==> src/sv/sbga_pkg.sv <==
`timescale 1ns / 1ps
// Shared widths and defaults for the strength-based greedy aggregation block.
// No dependencies; every other file imports this package.
package sbga_pkg;

  // Field widths
  localparam int COL_W   = 10;
  localparam int VAL_W   = 32;
  localparam int RATIO_W = 16;
  localparam int ID_W    = 10;

  // Threshold product: signed Q15.16 value times unsigned Q0.16 ratio
  localparam int THR_W   = VAL_W + RATIO_W + 1;

  // Reset value of the ratio register (0.25)
  localparam logic [RATIO_W-1:0] RATIO_RESET = 16'd16384;

  // Defaults for the top-level parameters
  localparam int MAX_ROWS_DEF        = 1024;
  localparam int MAX_ROW_ENTRIES_DEF = 32;

  // Matrix epoch tag kept with each aggregate store entry
  localparam int EPOCH_W = 4;

endpackage

==> src/sv/sbga_strength.sv <==
`timescale 1ns / 1ps
// Strength test unit: registers threshold = diag * ratio and |value|, then
// compares |value| * 2^16 against the threshold. Imports sbga_pkg.
module sbga_strength import sbga_pkg::*; (
  input  logic                    clk,
  input  logic                    thr_load,
  input  logic signed [VAL_W-1:0] diag,
  input  logic [RATIO_W-1:0]      ratio,
  input  logic                    abs_load,
  input  logic [VAL_W-1:0]        value,
  output logic                    is_strong
);

  logic signed [THR_W-1:0] thr_r;
  logic [VAL_W-1:0]        abs_r;
  logic [VAL_W-1:0]        abs_nxt;

  // Magnitude of a two's complement value; the most negative one fits unsigned
  assign abs_nxt = value[VAL_W-1] ? (~value + VAL_W'(1)) : value;

  always_ff @(posedge clk) begin
    if (thr_load) begin
      thr_r <= THR_W'(diag) * THR_W'($signed({1'b0, ratio}));
    end
    if (abs_load) begin
      abs_r <= abs_nxt;
    end
  end

  // Negative threshold: everything is strong
  assign is_strong = thr_r[THR_W-1] |
                     ({1'b0, abs_r, RATIO_W'(0)} > $unsigned(thr_r));

endmodule
==> config.mk <==
export PLATFORM = sky130hd
export DESIGN_NAME = sbga_strength
export DESIGN_NICKNAME = d
export VERILOG_FILES = /design/src/sv/sbga_pkg.sv /design/src/sv/sbga_strength.sv
export SDC_FILE = /design/constraint.sdc
export NUM_CORES = 1
export LEC_CHECK = 0
export CORE_MARGIN = 2
export CORE_UTILIZATION = 68
export DETAILED_ROUTE_END_ITERATION = 10
export DONT_BUFFER_PORTS = 1
export PLACE_DENSITY = 0.84
export RECOVER_POWER = 25
export SLEW_MARGIN = 20
export SYNTH_ARGS = -nofsm -noshare
export SYNTH_HDL_FRONTEND = slang
export SYNTH_SLANG_ARGS = --single-unit
==> constraint.sdc <==
create_clock -name clk -period 6.85 [get_ports clk]
set_input_delay 0.3425 -clock clk [delete_from_list [all_inputs] [get_ports clk]]
set_output_delay 0.3425 -clock clk [all_outputs]
set_load 0.005 [all_outputs]
## Yosys cells after proc, flatten, opt, wreduce, memory -nomap -nowiden

Cells that the tools add are included.

| operators by class | value |
|---|---|
| add/subtract/negate cells | 1 |
| $mul | 1 |
| order comparisons | 1 |
| multiplexer cells | 1 |
| bitwise operators | 2 |

Operator list:

| cell | number |
|---|---|
| 48-bit by 49-bit > comparator with 1-bit output | 1 |
| 32-bit by 17-bit multiplier with 49-bit output | 1 |
| 32-bit by 1-bit adder with 32-bit output (second input constant) | 1 |
| 32-bit inverter | 1 |
| 31-bit two-way mux | 1 |
| 1-bit OR | 1 |

| word-level totals | value |
|---|---|
| flip-flop bits (word level) | 81 |
| input port bits | 83 |
| output and inout port bits | 1 |
| logic and storage cells | 9 |

## Logic depth before layout (Yosys ltp)

| depth | value |
|---|---|
| depth after elaboration | 3 |
| mapped depth | 25 |

## Worst setup path before layout

Ideal clock, no wire load.

| timing | value |
|---|---|
| path type | input-to-reg |
| start point | input diag[20] |
| end point | register thr_r[43] (data pin) |
| library setup time | 0.259 ns |
| arrival time | 5.982 ns |
| slack | 0.609 ns |
| stages on the path | 21 |
| cells stage by stage | clkbuf_1 > nand2_1 > fa_1 > fa_1 > fa_1 > inv_1 > fa_1 > fa_1 > inv_1 > fa_1 > inv_1 > ha_1 > clkbuf_1 > nand4_1 > or3_1 > a2111oi_0 > nor3_1 > a21oi_1 > a31oi_1 > o21ai_0 > xnor2_1 |

| between the ends | value |
|---|---|
| longest elaborated chain between the ends | 1 |

RTL lines:

| element | RTL line | RTL |
|---|---|---|
| start, declared | sbga_strength.sv:7 | `input logic signed [VAL_W-1:0] diag,` |
| 32-bit by 17-bit multiplier with 49-bit output | sbga_strength.sv:23 | `thr_r <= THR_W'(diag) * THR_W'($signed({1'b0, ratio}));` |
| end signal, assigned | sbga_strength.sv:23 |  |
| end, declared | sbga_strength.sv:14 | `logic signed [THR_W-1:0] thr_r;` |

No other way between the ends.
A chain may end at the register's enable or synchronous reset.

## Worst setup path in the final report

| timing | value |
|---|---|
| start point | input diag[17] |
| end point | register thr_r[43] (data pin) |

The elaborated chain is that of the path after synthesis.

==> out/results.tsv <==
metric	value	unit
die-width	184	µm
grt_antenna_before_repair	1	
max-cap-violations	0	
cts-resized-gates	0	
io_buffers	0	
syn-mean-instance-area	9.27	µm²
cts_buffers	9	
drt-pass1-iter-count	6	
grtUsageTotal	32.1	%
fin_crit_sh	90.9	%
end_kind	flip-flop	
final_hold_viol_count	0	
yosys_warnings	0	
antenna_left	0	
die_y	184	µm
grt_pass1_wl	84.4	mm
synth_ff_type	edfxtp_1	
nets	3025	
clock-sinks	81	
vias_per_cell	5.71	
cts.path.max_buffers	2	
critPathLaunchType	primary input	
htreeDepth	3	
cp_max_fo	16	
rsz0062_at_grt	no	
max_freq	0.161	GHz
cp.required	6950	ps
arrival	6320	ps
cts_setup_buffers	0	
syn_inst	2383	
grt_start_max_net_pins	50	
period_minus_slack	6220	ps
status	finished, final reports clean	
place_congestion	0.923	
synth_edf_count	81	
ys_seq_area_share	11.0	%
cts_tree	yes	
placed_cell_area	0.0223	mm²
vias	15700	
drive_gt1_share	0.910	%
hold_buffers	0	
pre_cts_slack	366	ps
synth_area	0.0221	mm²
synth-seq-cells	81	
async_flop_share	0	%
tns	0	ps
drt_iter0_drc	1425	
multi_input_area	0.0170	mm²
cts_root_buffer	clkbuf_16	
slew_viol_final	0	
holdWs	91.2	ps
worst_slack	625	ps
fp.coreArea	0.0318	mm²
hpwl	41.2	mm
regArea	0.00243	mm²
setup-violations-final	0	
path_class	in2reg	
drc	0	
num-fill-cells	2336	
fin_area	0.0226	mm²
gr-total-overflow	0	
initial_core_util	69.5	%
pin_count	84	
rows	65	
grt_pass1_vias	17100	
dieArea	0.0339	mm²
clk_pin_slew	60	ps
slew_headroom	58.7	%
synth_fp_nets	3105	
synth.distinct_cells	53	
wire_per_inst	18.4	µm
wirelength	50.4	mm
worst_pin_slew	614	ps
syn2layout_area_growth	2.37	%
worstHoldPathType	in2reg	
==> cells in the final DEF (no fill, tap or decap), types with 4 or more instances in the layout <==
master and count:
o31ai_1 6, edfxtp_1 81, nand2_1 327, nor2b_1 5
nand4_1 13, nor3_1 13, or4_1 4, nand3_1 8
nand2b_1 8, or3_1 7, o21a_1 7, o21bai_1 9
xor2_1 19, o211ai_1 6, and3_1 8, inv_1 626
xnor2_1 58, a21oi_1 50, nor4_1 7, a2111oi_0 5
a21o_1 36, a31oi_1 11, fa_1 489, clkbuf_16 9
ha_1 150, and2_1 232, o21ai_0 41, nor2_1 25
a211oi_1 7
==> registers in the layout, indices dropped and copies added, names as in the netlist <==
register / count
abs_r: 32
thr_r: 49
==> Yosys cell counts, types with 2 or more instances <==
cell type / instances / share of area [%]
a211oi_1: 7 / 0.24
nand3_1: 8 / 0.18
ha_1: 150 / 8.5
o211ai_1: 6 / 0.20
nand2_1: 327 / 5.6
o21a_1: 7 / 0.24
o21bai_1: 9 / 0.31
or3_1: 7 / 0.20
edfxtp_1: 81 / 11
a2111oi_0: 5 / 0.20
nand3b_1: 2 / 0.068
o41ai_1: 3 / 0.12
nand2b_1: 8 / 0.23
a21boi_0: 3 / 0.10
o221ai_1: 3 / 0.12
a311oi_1: 2 / 0.079
xnor2_1: 58 / 2.3
or4_1: 4 / 0.14
fa_1: 489 / 44
nor4_1: 7 / 0.20
and3_1: 8 / 0.23
nor2_1: 25 / 0.42
o31ai_1: 6 / 0.20
nand4_1: 13 / 0.37
nor2b_1: 5 / 0.14
and2_1: 232 / 6.6
a221oi_1: 2 / 0.079
o21ai_0: 41 / 0.93
nor3_1: 13 / 0.29
xor2_1: 19 / 0.75
inv_1: 626 / 11
a21oi_1: 50 / 1.1
or3_4: 2 / 0.10
a21o_1: 36 / 1.2
a31oi_1: 11 / 0.31
clkbuf_1: 91 / 1.5
==> layer usage <==
metal | wire (µm) | global-route usage (%)
met5 | 0 | 0
met4 | 1240 | 8.29
met3 | 5100 | 7.98
met2 | 24200 | 53.4
met1 | 19800 | 42.5
==> area by class of cell <==
type	count	share of cell area, %
well taps	435	2.41
clock buffers	9	0.996
clock inverters	6	0.415
inverters	626	10.4
flip-flops and latches	81	10.8
multi-input cells	1585	75.0
diodes	1	0.0111
==> final timing paths <==
check / startpoint / end / slack [ps] / cells past startpoint
setup / recovery: diag[17] / thr_r[43] / 630 / 20
hold / removal: value[0] / abs_r[0] / 90 / 0
==> worst max-delay path, cell delays in order <==
cell and delay (ps):
and2_1 150, fa_1 530, inv_1 50, fa_1 450
fa_1 520, inv_1 60, fa_1 480, fa_1 490
inv_1 50, fa_1 520, inv_1 60, ha_1 410
nand4_1 200, or3_1 400, a2111oi_0 530, nor3_1 190
a21oi_1 390, a31oi_1 190, o21ai_0 230, xnor2_1 80
==> logic make-up after synthesis <==
kind of cell / after synthesis / share of synthesized area (%)
adders and majority gates: 639 / 52.8
AOI/OAI and AO/OA: 201 / 5.96
DFF: 81 / 11.0
xor gates and xnor gates: 77 / 3.05
and+or+nand+nor: 668 / 15.0
buffers and inverters: 717 / 12.2
==> through the flow <==
stage | std cells | utilization (%)
after CTS | 2742 | 71.1
final | 2743 | 71.1
after global placement | 2727 | 70.1
after floorplan | 2383 | -
after global routing | 2742 | 71.1
after detailed placement | 2727 | 70.1
Power is not shown: default switching activity piles up to over one toggle a cycle in this logic, so the estimate is an artifact.
