File: src/sv/sbga_pkg.sv
`timescale 1ns / 1ps
// Shared widths and defaults for the strength-based greedy aggregation block.
// No dependencies; every other file imports this package.
package sbga_pkg;

  // Field widths
  localparam int COL_W   = 10;
  localparam int VAL_W   = 32;
  localparam int RATIO_W = 16;
  localparam int ID_W    = 10;

  // Threshold product: signed Q15.16 value times unsigned Q0.16 ratio
  localparam int THR_W   = VAL_W + RATIO_W + 1;

  // Reset value of the ratio register (0.25)
  localparam logic [RATIO_W-1:0] RATIO_RESET = 16'd16384;

  // Defaults for the top-level parameters
  localparam int MAX_ROWS_DEF        = 1024;
  localparam int MAX_ROW_ENTRIES_DEF = 32;

  // Matrix epoch tag kept with each aggregate store entry
  localparam int EPOCH_W = 4;

endpackage

File: src/sv/sbga_ram.sv
`timescale 1ns / 1ps
// Simple dual-port RAM: one write port, one read port with registered data.
// Used for the row entry buffer and the aggregate store. Imports sbga_pkg.
module sbga_ram import sbga_pkg::*; #(
  parameter int DEPTH = MAX_ROW_ENTRIES_DEF,
  parameter int DW    = COL_W + VAL_W,
  parameter int AW    = $clog2(DEPTH)
) (
  input  logic          clk,
  input  logic          we,
  input  logic [AW-1:0] waddr,
  input  logic [DW-1:0] wdata,
  input  logic [AW-1:0] raddr,
  output logic [DW-1:0] rdata
);

  logic [DW-1:0] mem [DEPTH];

  // Write first in code order, read returns the old contents
  always_ff @(posedge clk) begin
    if (we) begin
      mem[waddr] <= wdata;
    end
    rdata <= mem[raddr];
  end

endmodule

File: config.mk
export PLATFORM = sky130hd
export DESIGN_NAME = sbga_ram
export DESIGN_NICKNAME = d
export VERILOG_FILES = /design/src/sv/sbga_pkg.sv /design/src/sv/sbga_ram.sv
export SDC_FILE = /design/constraint.sdc
export NUM_CORES = 1
export LEC_CHECK = 0
export BUFFER_PORTS_ARGS = -buffer_cell sky130_fd_sc_hd__buf_2
export CAP_MARGIN = 30
export CELL_PAD_IN_SITES_DETAIL_PLACEMENT = 0
export CELL_PAD_IN_SITES_GLOBAL_PLACEMENT = 2
export CORE_ASPECT_RATIO = 0.6
export CORE_MARGIN = 2
export CORE_UTILIZATION = 30
export DETAILED_ROUTE_END_ITERATION = 7
export PLACE_DENSITY_LB_ADDON = 0.1
export SLEW_MARGIN = 30
export SYNTH_ARGS = -nofsm -noshare
export SYNTH_HDL_FRONTEND = slang
export SYNTH_SLANG_ARGS = --single-unit
File: constraint.sdc
create_clock -name clk -period 4.3 [get_ports clk]
set_input_delay 0.215 -clock clk [delete_from_list [all_inputs] [get_ports clk]]
set_output_delay 0.215 -clock clk [all_outputs]
set_load 0.05 [all_outputs]
# After elaboration in Yosys (flattened, before gate mapping)
# Memory sizes are Yosys's and may differ from the RTL's. A register that Yosys moved wholly into a read port is not among the register bits.
# Cells that the tools add are included.
# Widths: inputs -> output; s select.
[classes] mux=2
[ops] operator="$mux 1" n=2
[totals] ff_bits=0 ram_bits=1344 elab_cells=3 n_memories=1
[mem_list] memory="mem" words=32 width=42 rd=1 rd_clocked_by_memory_dff=1 write_ports=1 line_no="sbga_ram.sv:17" rtl="logic [DW-1:0] mem [DEPTH];"

# Longest topological paths before layout
# Gate-level depths: netlist of the first run.
[depth] word_depth=2 depth_mapped=8 depth_no_buf=5

# Worst setup path before layout of the first run
# Ideal clock, no wire load.
[synth_timing] path_kind="input port to flip-flop" start="input port waddr[1]" end="memory mem[12][0] (netlist bit), enable pin" setup_ns=0.442 arrival_time_ns=2.641 required_ns=3.858 slack_ns=1.217 stages=3 n_path_buf=1 cell_sequence="or3b_2 > clkbuf_1 > nor2_1"
[synth_lines] element="start, declared" line_no="sbga_ram.sv:11" rtl="input logic [AW-1:0] waddr,"
[synth_lines] element="end, declared" line_no="sbga_ram.sv:17"
# No word-level cell before the write port.

==> metrics.txt, run 1 <==
status=completed; worst path required time=between 4000 and 5000 ps; HP Class=in -> reg; max_cap viols=0; headroom to the max-slew limit=34.6%; worst-path maximum fanout=14; Yosys warning count=0; GPL Wtd Cong=roughly 0.75; Die ar.=181,000 um2; Post-Synthesis Cells=2,953; Crit Reg-Reg Startpoint=mem[1][14]; hold slack=between 30 and 40 ps; Area Growth Syn to Fin=16.5%; layout cells sized above 1=roughly 14%; Worst Setup Start Kind=input port; initial core utilization=30.3%; Residual DRC=0; RSZ-0062 raised after global routing=no; first-pass GRT wire length=235,000 um; Worst Skew=41.1 ps; mapped cell area=53,200 um2; Clock Path Buffers=4; final hold viol count=0; Setup CP Type=in -> reg; grt total ovfl=0; drt pass-1 iters=5; Placed Area=57,000 um2; Hold Path Origin=wdata[10]; WL/cell=29.9 um; Post-DP HPWL=97,700 um; number of nets in the layout=3,227; post-route ant nets=0; Final Instance Area=roughly 62,000 um2; setup bufs post-CTS=0; largest net degree at the start of global routing=67; total vias in the final route=between 20,000 and 30,000; Comb pwr share=around 6%; Yosys reg bits=between 1,000 and 1,500; Die H=330 um; CTS Sinks=between 1,000 and 1,500; sw frac=22.5%; total negative slack=0 ps; final WL=between 150,000 and 200,000 um; Vias/cell=4.95; worst skew pair latency=800 ps; Tmin final=2260 ps; power share of the clock group=42.8%; Buffers on Ports=95; Die W=about 550 um; Reg power frac=51.2%; P_sw=approximately 6.6 mW; Tcrit/Tclk final=52.6%; most common cell after layout, fill and taps aside=edfxtp_1; I/O pins=between 90 and 100; vias in the first global route=28,785; Leak=21.3 nW; GR Util All Layers=18.6%; maximum clock rate=0.442 GHz; maximum VDD drop=0.223 mV; Pins Over Slew Limit=0; CTS buffer count=148; count of cell types in the netlist=26; CTS tree=yes; Syn Nets=approximately 3,000; Internal Pwr Total=22.8 mW; Reg clk slew, reported paths=60 ps; # fillers=~16,000; Rows=119; most frequent cells in the layout=1,344 x edfxtp_1, 672 x mux2i_1, 151 x clkbuf_16; number of antenna violations at the first check in global routing=10; final setup vio count=0; sequential area share after synthesis=77.4%; CP Launch Point=raddr[1]; CTS root buffer=clkbuf_16; crit path DAT=2800 ps; H-tree Lvls=4; Syn Area/Cell=between 15 and 20 um2; Setup crit end kind=flop; core area=176,000 um2; DRT iter0 DRCs=around 2,300; PD cells=roughly 480 nW/um2; slew of the pin with the lowest slew margin=approximately 980 ps
worst max-delay path, cell delays in order:
cell and delay (ps):
buf_2 200, nor2b_4 740, buf_12 250, buf_4 260, a22o_1 160, nor3_1 60
a31oi_1 480, nand3_1 400
power groups by stage:
stage,registers [mW],clock network [mW],logic (mW)
floorplan,15.5,0,0.788
global placement,15.4,0,1.77
detailed placement,15.4,0,1.78
CTS,15.1,13.0,1.81
global route,15.1,13.5,1.89
finish,15.1,12.6,1.77
worst paths after layout:
kind                endpoint  slack (ps)  cells past startpoint
setup / recovery   rdata[14]        2040                      8
setup reg to reg   rdata[14]        2450                      5
hold / removal    mem[3][10]          30                      1
hold reg to reg    rdata[10]         610                      4
state kept, by name, indices dropped and copies added (netlist names):
register / cells
rdata: 42
mem: 1344
cell usage after synthesis:
| library cell | count | area, um2 |
|---|---|---|
| a21oi_1 | 126 | 631 |
| a22o_1 | 84 | 736 |
| a22oi_1 | 126 | 946 |
| a31oi_1 | 42 | 263 |
| and2_1 | 1 | 6.26 |
| buf_1 | 11 | 41.3 |
| buf_2 | 44 | 220 |
| buf_4 | 36 | 270 |
| buf_6 | 24 | 270 |
| buf_8 | 10 | 150 |
| clkbuf_1 | 42 | 158 |
| clkbuf_4 | 3 | 22.5 |
| dfxtp_1 | 42 | 841 |
| edfxtp_1 | 1344 | 40400 |
| mux2i_1 | 672 | 6730 |
| nand2_1 | 128 | 480 |
| nand2b_1 | 2 | 12.5 |
| nand3_1 | 128 | 641 |
| nand3b_1 | 5 | 37.5 |
| nor2_1 | 33 | 124 |
| nor2_2 | 1 | 6.26 |
| nor2b_1 | 2 | 12.5 |
| nor3_1 | 42 | 210 |
| or2_2 | 1 | 6.26 |
| or3_1 | 1 | 6.26 |
| or3b_2 | 3 | 26.3 |
logic make-up after synthesis:
group | after synthesis | share of synthesized area [%]
flip-flops | 1386 | 77.4
multiplexers | 672 | 12.6
AO/OA/AOI/OAI | 378 | 4.84
AND/OR/NAND/NOR | 347 | 2.95
buffers and inverters | 170 | 2.13
layer usage:
metal  routed length (um)  share of wire (%)  track usage [%]  vias to the layer above
met2                74100                 44             28.4                      544
met1                86600                 51             28.2                    15006
met4                 2520                1.5             3.42                        2
met3                 5610                3.3             2.48                      181
li1                     -                  -                -                    12180
met5                   12             0.0071                0                        -
through the flow:
stage	util [%]	worst slack, ps	power [mW]	instances
floorplan	-	1220	16.3	2953
global placement	32.4	1300	17.2	5353
detailed placement	32.4	1290	17.2	5355
CTS	35.2	2130	29.9	5638
global route	35.2	2120	30.5	5638
finish	35.2	2040	29.5	5640
final cells by class:
cell class / count / area [um2] / area share (%)
sequential: 1386 / 41200 / 66.5
multi-input combinational: 1397 / 11200 / 18.0
clock buffer: 192 / 4000 / 6.46
tap: 2359 / 2950 / 4.76
timing repair buffer: 240 / 2000 / 3.22
clock inverter: 64 / 646 / 1.04
antenna: 2 / 5.00 / 0.00808
repair_timing:
item / 4_1_cts / 5_1_grt
hold buffers: 27 / 0
gates resized for setup: 0 / 0
endpoints found under the hold margin: 564 / 0
Note: power is estimated with default switching activity, not from simulation.
==> inputs of run 2 (changes only) <==
- clock period: 4.3 -> 2 ns (I/O delays scaled with it)
==> metrics.txt, run 2 (same netlist as run 1, synthesis figures left out) <==
status=completed (unchanged); Reg clk slew, reported paths=60 ps (about the same); vias in the first global route=29,039 (was 28,785); headroom to the max-slew limit=52.2% (was 34.6%); Post-DP HPWL=99,100 um (was 97,700 um); CTS Sinks=1,386 (unchanged); worst hold path depth=6 (was 1); I/O pins=96 (unchanged); layout cells sized above 1=17.1% (was 14.0%); Largest Register=mem (unchanged); most common cell after layout, fill and taps aside=edfxtp_1 (unchanged); total negative slack=0 ps (unchanged); Residual DRC=0 (unchanged); Die W=548 um (unchanged); PD cells=989 nW/um2 (was 476 nW/um2); grt total ovfl=0 (unchanged); delay-heaviest family, CP=buffers and inverters (was simple AND/OR/NAND/NOR gates); Buffers on Ports=95 (unchanged); maximum VDD drop=0.559 mV (was 0.223 mV); largest stage delay on the critical path=560 ps (was 740 ps); Pins Over Slew Limit=0 (unchanged); Layout Cells excl Fill=5,798 (was 5,640); number of antenna violations at the first check in global routing=8 (was 10); GPL Wtd Cong=0.746 (was 0.749); CTS buffer count=150 (was 148); total vias in the final route=28,489 (was 27,913); final setup vio count=0 (unchanged); met3 wire length=6910 um (was 5610 um); drt pass-1 iters=7 (was 5); Worst Skew=30.4 ps (was 41.1 ps); RSZ-0062 raised after global routing=no (unchanged); number of nets in the layout=3,384 (was 3,227); placed insts=5,494 (was 5,355); post-route ant nets=0 (unchanged); # fillers=16,250 (was 16,474); WL/cell=28.5 um (was 29.9 um); Leak=22.4 nW (was 21.3 nW); Clock Path Buffers=4 (unchanged); Die H=330 um (unchanged); reg2reg path depth=6 (was 5); Worst Setup Start Kind=input port (unchanged); H-tree Lvls=4 (unchanged); CP Launch Point=raddr[0] (was raddr[1]); largest net degree at the start of global routing=46 (was 67); top routing layer used=met4 (was met5); HP Class=in -> reg (unchanged); most frequent cells in the layout=1,344 x edfxtp_1, 671 x mux2i_1, 152 x clkbuf_16 (was 1,344 x edfxtp_1, 672 x mux2i_1, 151 x clkbuf_16); Hold Path Origin=raddr[3] (was wdata[10]); Tcrit/Tclk final=98.9%; final hold viol count=0 (unchanged); CTS root buffer=clkbuf_16 (unchanged); worst skew pair latency=790 ps (was 800 ps); worst path required time=2600 ps (was 4840 ps); Routed met2 length=72,400 um (was 74,100 um); total power=63.6 mW (was 29.5 mW); Largest register FFs=1,344 (unchanged); slew of the pin with the lowest slew margin=717 ps (was 981 ps); CTS tree=yes (unchanged); max_cap viols=0 (unchanged); Top Registers=mem (1344), rdata (42) (unchanged); Area Growth Syn to Fin=21.0% (was 16.5%); final core utilization=36.6% (was 35.2%); initial core utilization=30.3% (unchanged); final WL=165,000 um (was 169,000 um); crit-path cells=dlygate4sd3_1, buf_8, buf_12, mux2i_1, a22o_1, nor3_1, buf_4, a31oi_1, nand3_1 (was buf_2, nor2b_4, buf_12, buf_4, a22o_1, nor3_1, a31oi_1, nand3_1); Rows=119 (unchanged); DP Worst Slack=-147 ps (was 1290 ps); maximum clock rate=0.506 GHz; Vias/cell=4.91 (was 4.95); Crit Reg-Reg Startpoint=mem[1][21] (was mem[1][14]); Setup crit end kind=flop (unchanged); cell at the slowest stage of the critical path=dlygate4sd3_1 (was nor2b_4); setup bufs post-CTS=0 (unchanged); Setup CP Type=in -> reg (unchanged); Worst Path Buf+Inv=4 (was 3); GR Util All Layers=18.1% (was 18.6%); crit path DAT=2580 ps (was 2800 ps); Crit. path cell count=9 (was 8); first-pass GRT wire length=230,000 um (was 235,000 um); Tmin final=1980 ps; Die ar.=181,000 um2 (unchanged); worst-path maximum fanout=17 (was 14); final worst setup slack=22.0 ps (was 2040 ps); core area=176,000 um2 (unchanged); met1 wire length=83,700 um (was 86,600 um); DRT iter0 DRCs=2,269 (was 2,278)
## run 2: where the power goes
part           leakage, nW  total (mW)  internal (mW)  switching (mW)
Combinational         7.64        4.02           1.35            2.66
Clock                 2.29        27.2           16.0            11.2
Sequential            12.5        32.4           32.3           0.159
Total                 22.4        63.6           49.6            14.0
## run 2: what timing repair did
action | in CTS | in global routing
endpoints found under the hold margin | 1345 | 0
hold buffers | 43 | 0
setup endpoints to repair | 0 | 1
gates resized for setup | 0 | 1
## run 2: per-layer routing
layer / up-vias / global-route usage [%]
li1: 12537 / -
met1: 15185 / 27.5
met4: 0 / 3.35
met3: 177 / 2.79
met2: 590 / 27.6
met5: - / 0
## run 2: metrics by stage
step           hold WS, ps  area (um2)
6_report              77.9       64400
5_1_grt               53.4       64300
4_1_cts               27.9       64300
3_5_place_dp           574       59200
3_3_place_gp           580       59200
2_1_floorplan          199       53300
## run 2: worst paths after layout
kind                to  slack (ps)
min reg2reg  rdata[12]         600
min           rdata[8]          80
max reg2reg  rdata[21]         140
max          rdata[21]          20
## run 2: final cells by class
class                      instances  area (um2)  area share (%)
antenna                            4        10.0          0.0156
clock buffer                     216        4210            6.55
timing repair buffer             395        4330            6.74
sequential                      1386       41200            64.0
clock inverter                    41         479           0.745
tap                             2359        2950            4.59
multi-input combinational       1397       11200            17.3
## run 2: worst min-delay path, cell delays in order
cell	delay, ps
buf_2	150
nand2b_4	110
buf_12	180
a21oi_1	70
nand3_1	80
nand3_1	70
==> inputs of run 3 (changes only) <==
==> constraint.sdc (replaced) <==
create_clock -name clk -period 2 [get_ports clk]
set_input_delay 0.2 -clock clk [delete_from_list [all_inputs] [get_ports clk]]
set_output_delay 0.2 -clock clk [all_outputs]
set_load 0.05 [all_outputs]
==> metrics.txt, run 3 (same netlist as run 1, synthesis figures left out) <==
I/O pins=96 (unchanged); Die ar.=181,000 um2 (unchanged); CTS-repair resized insts=0 (unchanged); Buffers on Ports=95 (unchanged); layout cells sized above 1=17.8% (was 17.1%); worst-path maximum fanout=42 (was 17); Setup crit end kind=flop (unchanged); maximum clock rate=0.522 GHz (was 0.506 GHz); HP Class=in -> reg (unchanged); Worst Setup Start Kind=input port (unchanged); PD cells=984 nW/um2 (was 989 nW/um2); Clock Path Buffers=4 (unchanged); Die H=330 um (unchanged); max_cap viols=0 (unchanged); post-route ant nets=0 (unchanged); Vias/cell=4.94 (was 4.91); Hold Path Origin=waddr[3] (was raddr[3]); internal reg-to-reg setup slack=440 ps (was 140 ps); H-tree Lvls=4 (unchanged); Residual DRC=0 (unchanged); final setup vio count=0 (unchanged); CTS root buffer=clkbuf_16 (unchanged); Die W=548 um (unchanged); grt total ovfl=0 (unchanged); largest stage delay on the critical path=550 ps (was 560 ps); most common cell after layout, fill and taps aside=edfxtp_1 (unchanged); total vias in the final route=28,745 (was 28,489); worst hold path depth=3 (was 6); final WL=168,000 um (was 165,000 um); slew of the pin with the lowest slew margin=713 ps (was 717 ps); Worst Hold End=mem[13][14] (was rdata[8]); cell at the slowest stage of the critical path=dlygate4sd3_1 (unchanged); RSZ-0062 raised after global routing=no (unchanged); drt pass-1 iters=7 (unchanged); WL/cell=28.9 um (was 28.5 um); CTS Sinks=1,386 (unchanged); largest net degree at the start of global routing=43 (was 46); setup bufs post-CTS=0 (unchanged); Largest Register=mem (unchanged); Critical R2R Capture=rdata[33] (was rdata[21]); Tcrit/Tclk final=95.8% (was 98.9%); crit path DAT=2540 ps (was 2580 ps); maximum VDD drop=0.548 mV (was 0.559 mV); final worst setup slack=83.3 ps (was 22.0 ps); vias in the first global route=29,201 (was 29,039); total negative slack=0 ps (unchanged); GPL Wtd Cong=0.761 (was 0.746); # fillers=16,314 (was 16,250); DRT iter0 DRCs=2,467 (was 2,269); Layout Cells excl Fill=5,823 (was 5,798); CTS buffer count=150 (unchanged); crit-path cells=dlygate4sd3_1, buf_2, nor2_4, buf_12, buf_4, a22o_1, nor3_1, a31oi_1, nand3_1 (was dlygate4sd3_1, buf_8, buf_12, mux2i_1, a22o_1, nor3_1, buf_4, a31oi_1, nand3_1); Worst Skew=35.4 ps (was 30.4 ps); Setup CP Type=in -> reg (unchanged); number of antenna violations at the first check in global routing=21 (was 8); CTS tree=yes (unchanged); Area Growth Syn to Fin=21.2% (was 21.0%); DP Worst Slack=-221 ps (was -147 ps); status=completed (unchanged); hold slack=86.1 ps (was 77.9 ps); worst path required time=2620 ps (was 2600 ps); Tmin final=1920 ps (was 1980 ps); Leak=22.5 nW (was 22.4 nW); Largest register FFs=1,344 (unchanged); Crit Reg-Reg Startpoint=mem[1][33] (was mem[1][21]); final hold viol count=0 (unchanged); GR Util All Layers=18.4% (was 18.1%); most frequent cells in the layout=1,344 x edfxtp_1, 672 x mux2i_1, 163 x buf_4 (was 1,344 x edfxtp_1, 671 x mux2i_1, 152 x clkbuf_16); initial core utilization=30.3% (unchanged); first-pass GRT wire length=233,000 um (was 230,000 um); final core utilization=36.7% (was 36.6%); headroom to the max-slew limit=52.4% (was 52.2%); Pins Over Slew Limit=0 (unchanged); core area=176,000 um2 (unchanged); Top Registers=mem (1344), rdata (42) (unchanged); number of nets in the layout=3,409 (was 3,384); Rows=119 (unchanged); Reg clk slew, reported paths=60 ps (about the same); Post-DP HPWL=103,000 um (was 99,100 um); reg2reg path depth=5 (was 6); placed insts=5,519 (was 5,494); worst skew pair latency=800 ps (was 790 ps); Post-CTS Hold Fix Bufs=43 (unchanged)
run 3: cell count changes in the layout (fill, tap and decap cells not counted):
cell,delta
diode_2,+1
clkinvlp_4,+4
clkinv_8,-1
clkbuf_8,-14
clkinv_1,+6
inv_8,-1
buf_4,+25
mux2i_2,-1
mux2i_1,+1
inv_6,+1
clkbuf_16,+3
clkinv_2,+13
clkbuf_1,-12
run 3: how the worst max path moves through the flow:
stage | to | startpoint | cells after the start | slack [ps]
global route | rdata[27] | rdata[27] | 1 | 60
detailed placement | rdata[33] | raddr[0] | 8 | -220
floorplan | mem[17][0] | waddr[3] | 2 | -300
finish | rdata[40] | raddr[1] | 9 | 80
global placement | rdata[33] | raddr[0] | 8 | -180
CTS | rdata[17] | rdata[17] | 1 | 50
run 3: metrics by stage:
step	power, mW	instance area, um2
5_1_grt	65.6	64500
3_3_place_gp	37.1	59400
6_report	63.4	64500
3_5_place_dp	37.2	59400
4_1_cts	64.3	64500
2_1_floorplan	35.1	53300
run 3: per-layer routing:
metal  global-route usage, %  up-vias  routed length, um
met4                    3.90       10               3030
met3                    3.10      193               8230
met2                    27.5      702              72600
li1                        -    12564                  -
met1                    28.0    15276              84400
met5                       0        -                 57
run 3: where the power goes:
part | leakage (nW) | internal, mW | switching [mW]
clock | 2.26 | 15.7 | 11.2
sequential | 12.5 | 32.3 | 0.194
combinational | 7.74 | 1.36 | 2.69
total | 22.5 | 49.3 | 14.1
run 3: final cells by class:
cell class                 count  area [um2]  share of cell area (%)
tap                         2359        2950                    4.58
clock inverter                63         578                   0.897
timing repair buffer         420        4520                    7.01
antenna                        5        12.5                  0.0194
multi-input combinational   1397       11200                    17.3
sequential                  1386       41200                    63.9
clock buffer                 193        4050                    6.28
run 3: critical path: cells and delay by family:
kind / cells / cell delay, ps
compound gates: 2 / 580
simple gates: 3 / 410
buf+inv: 4 / 1250
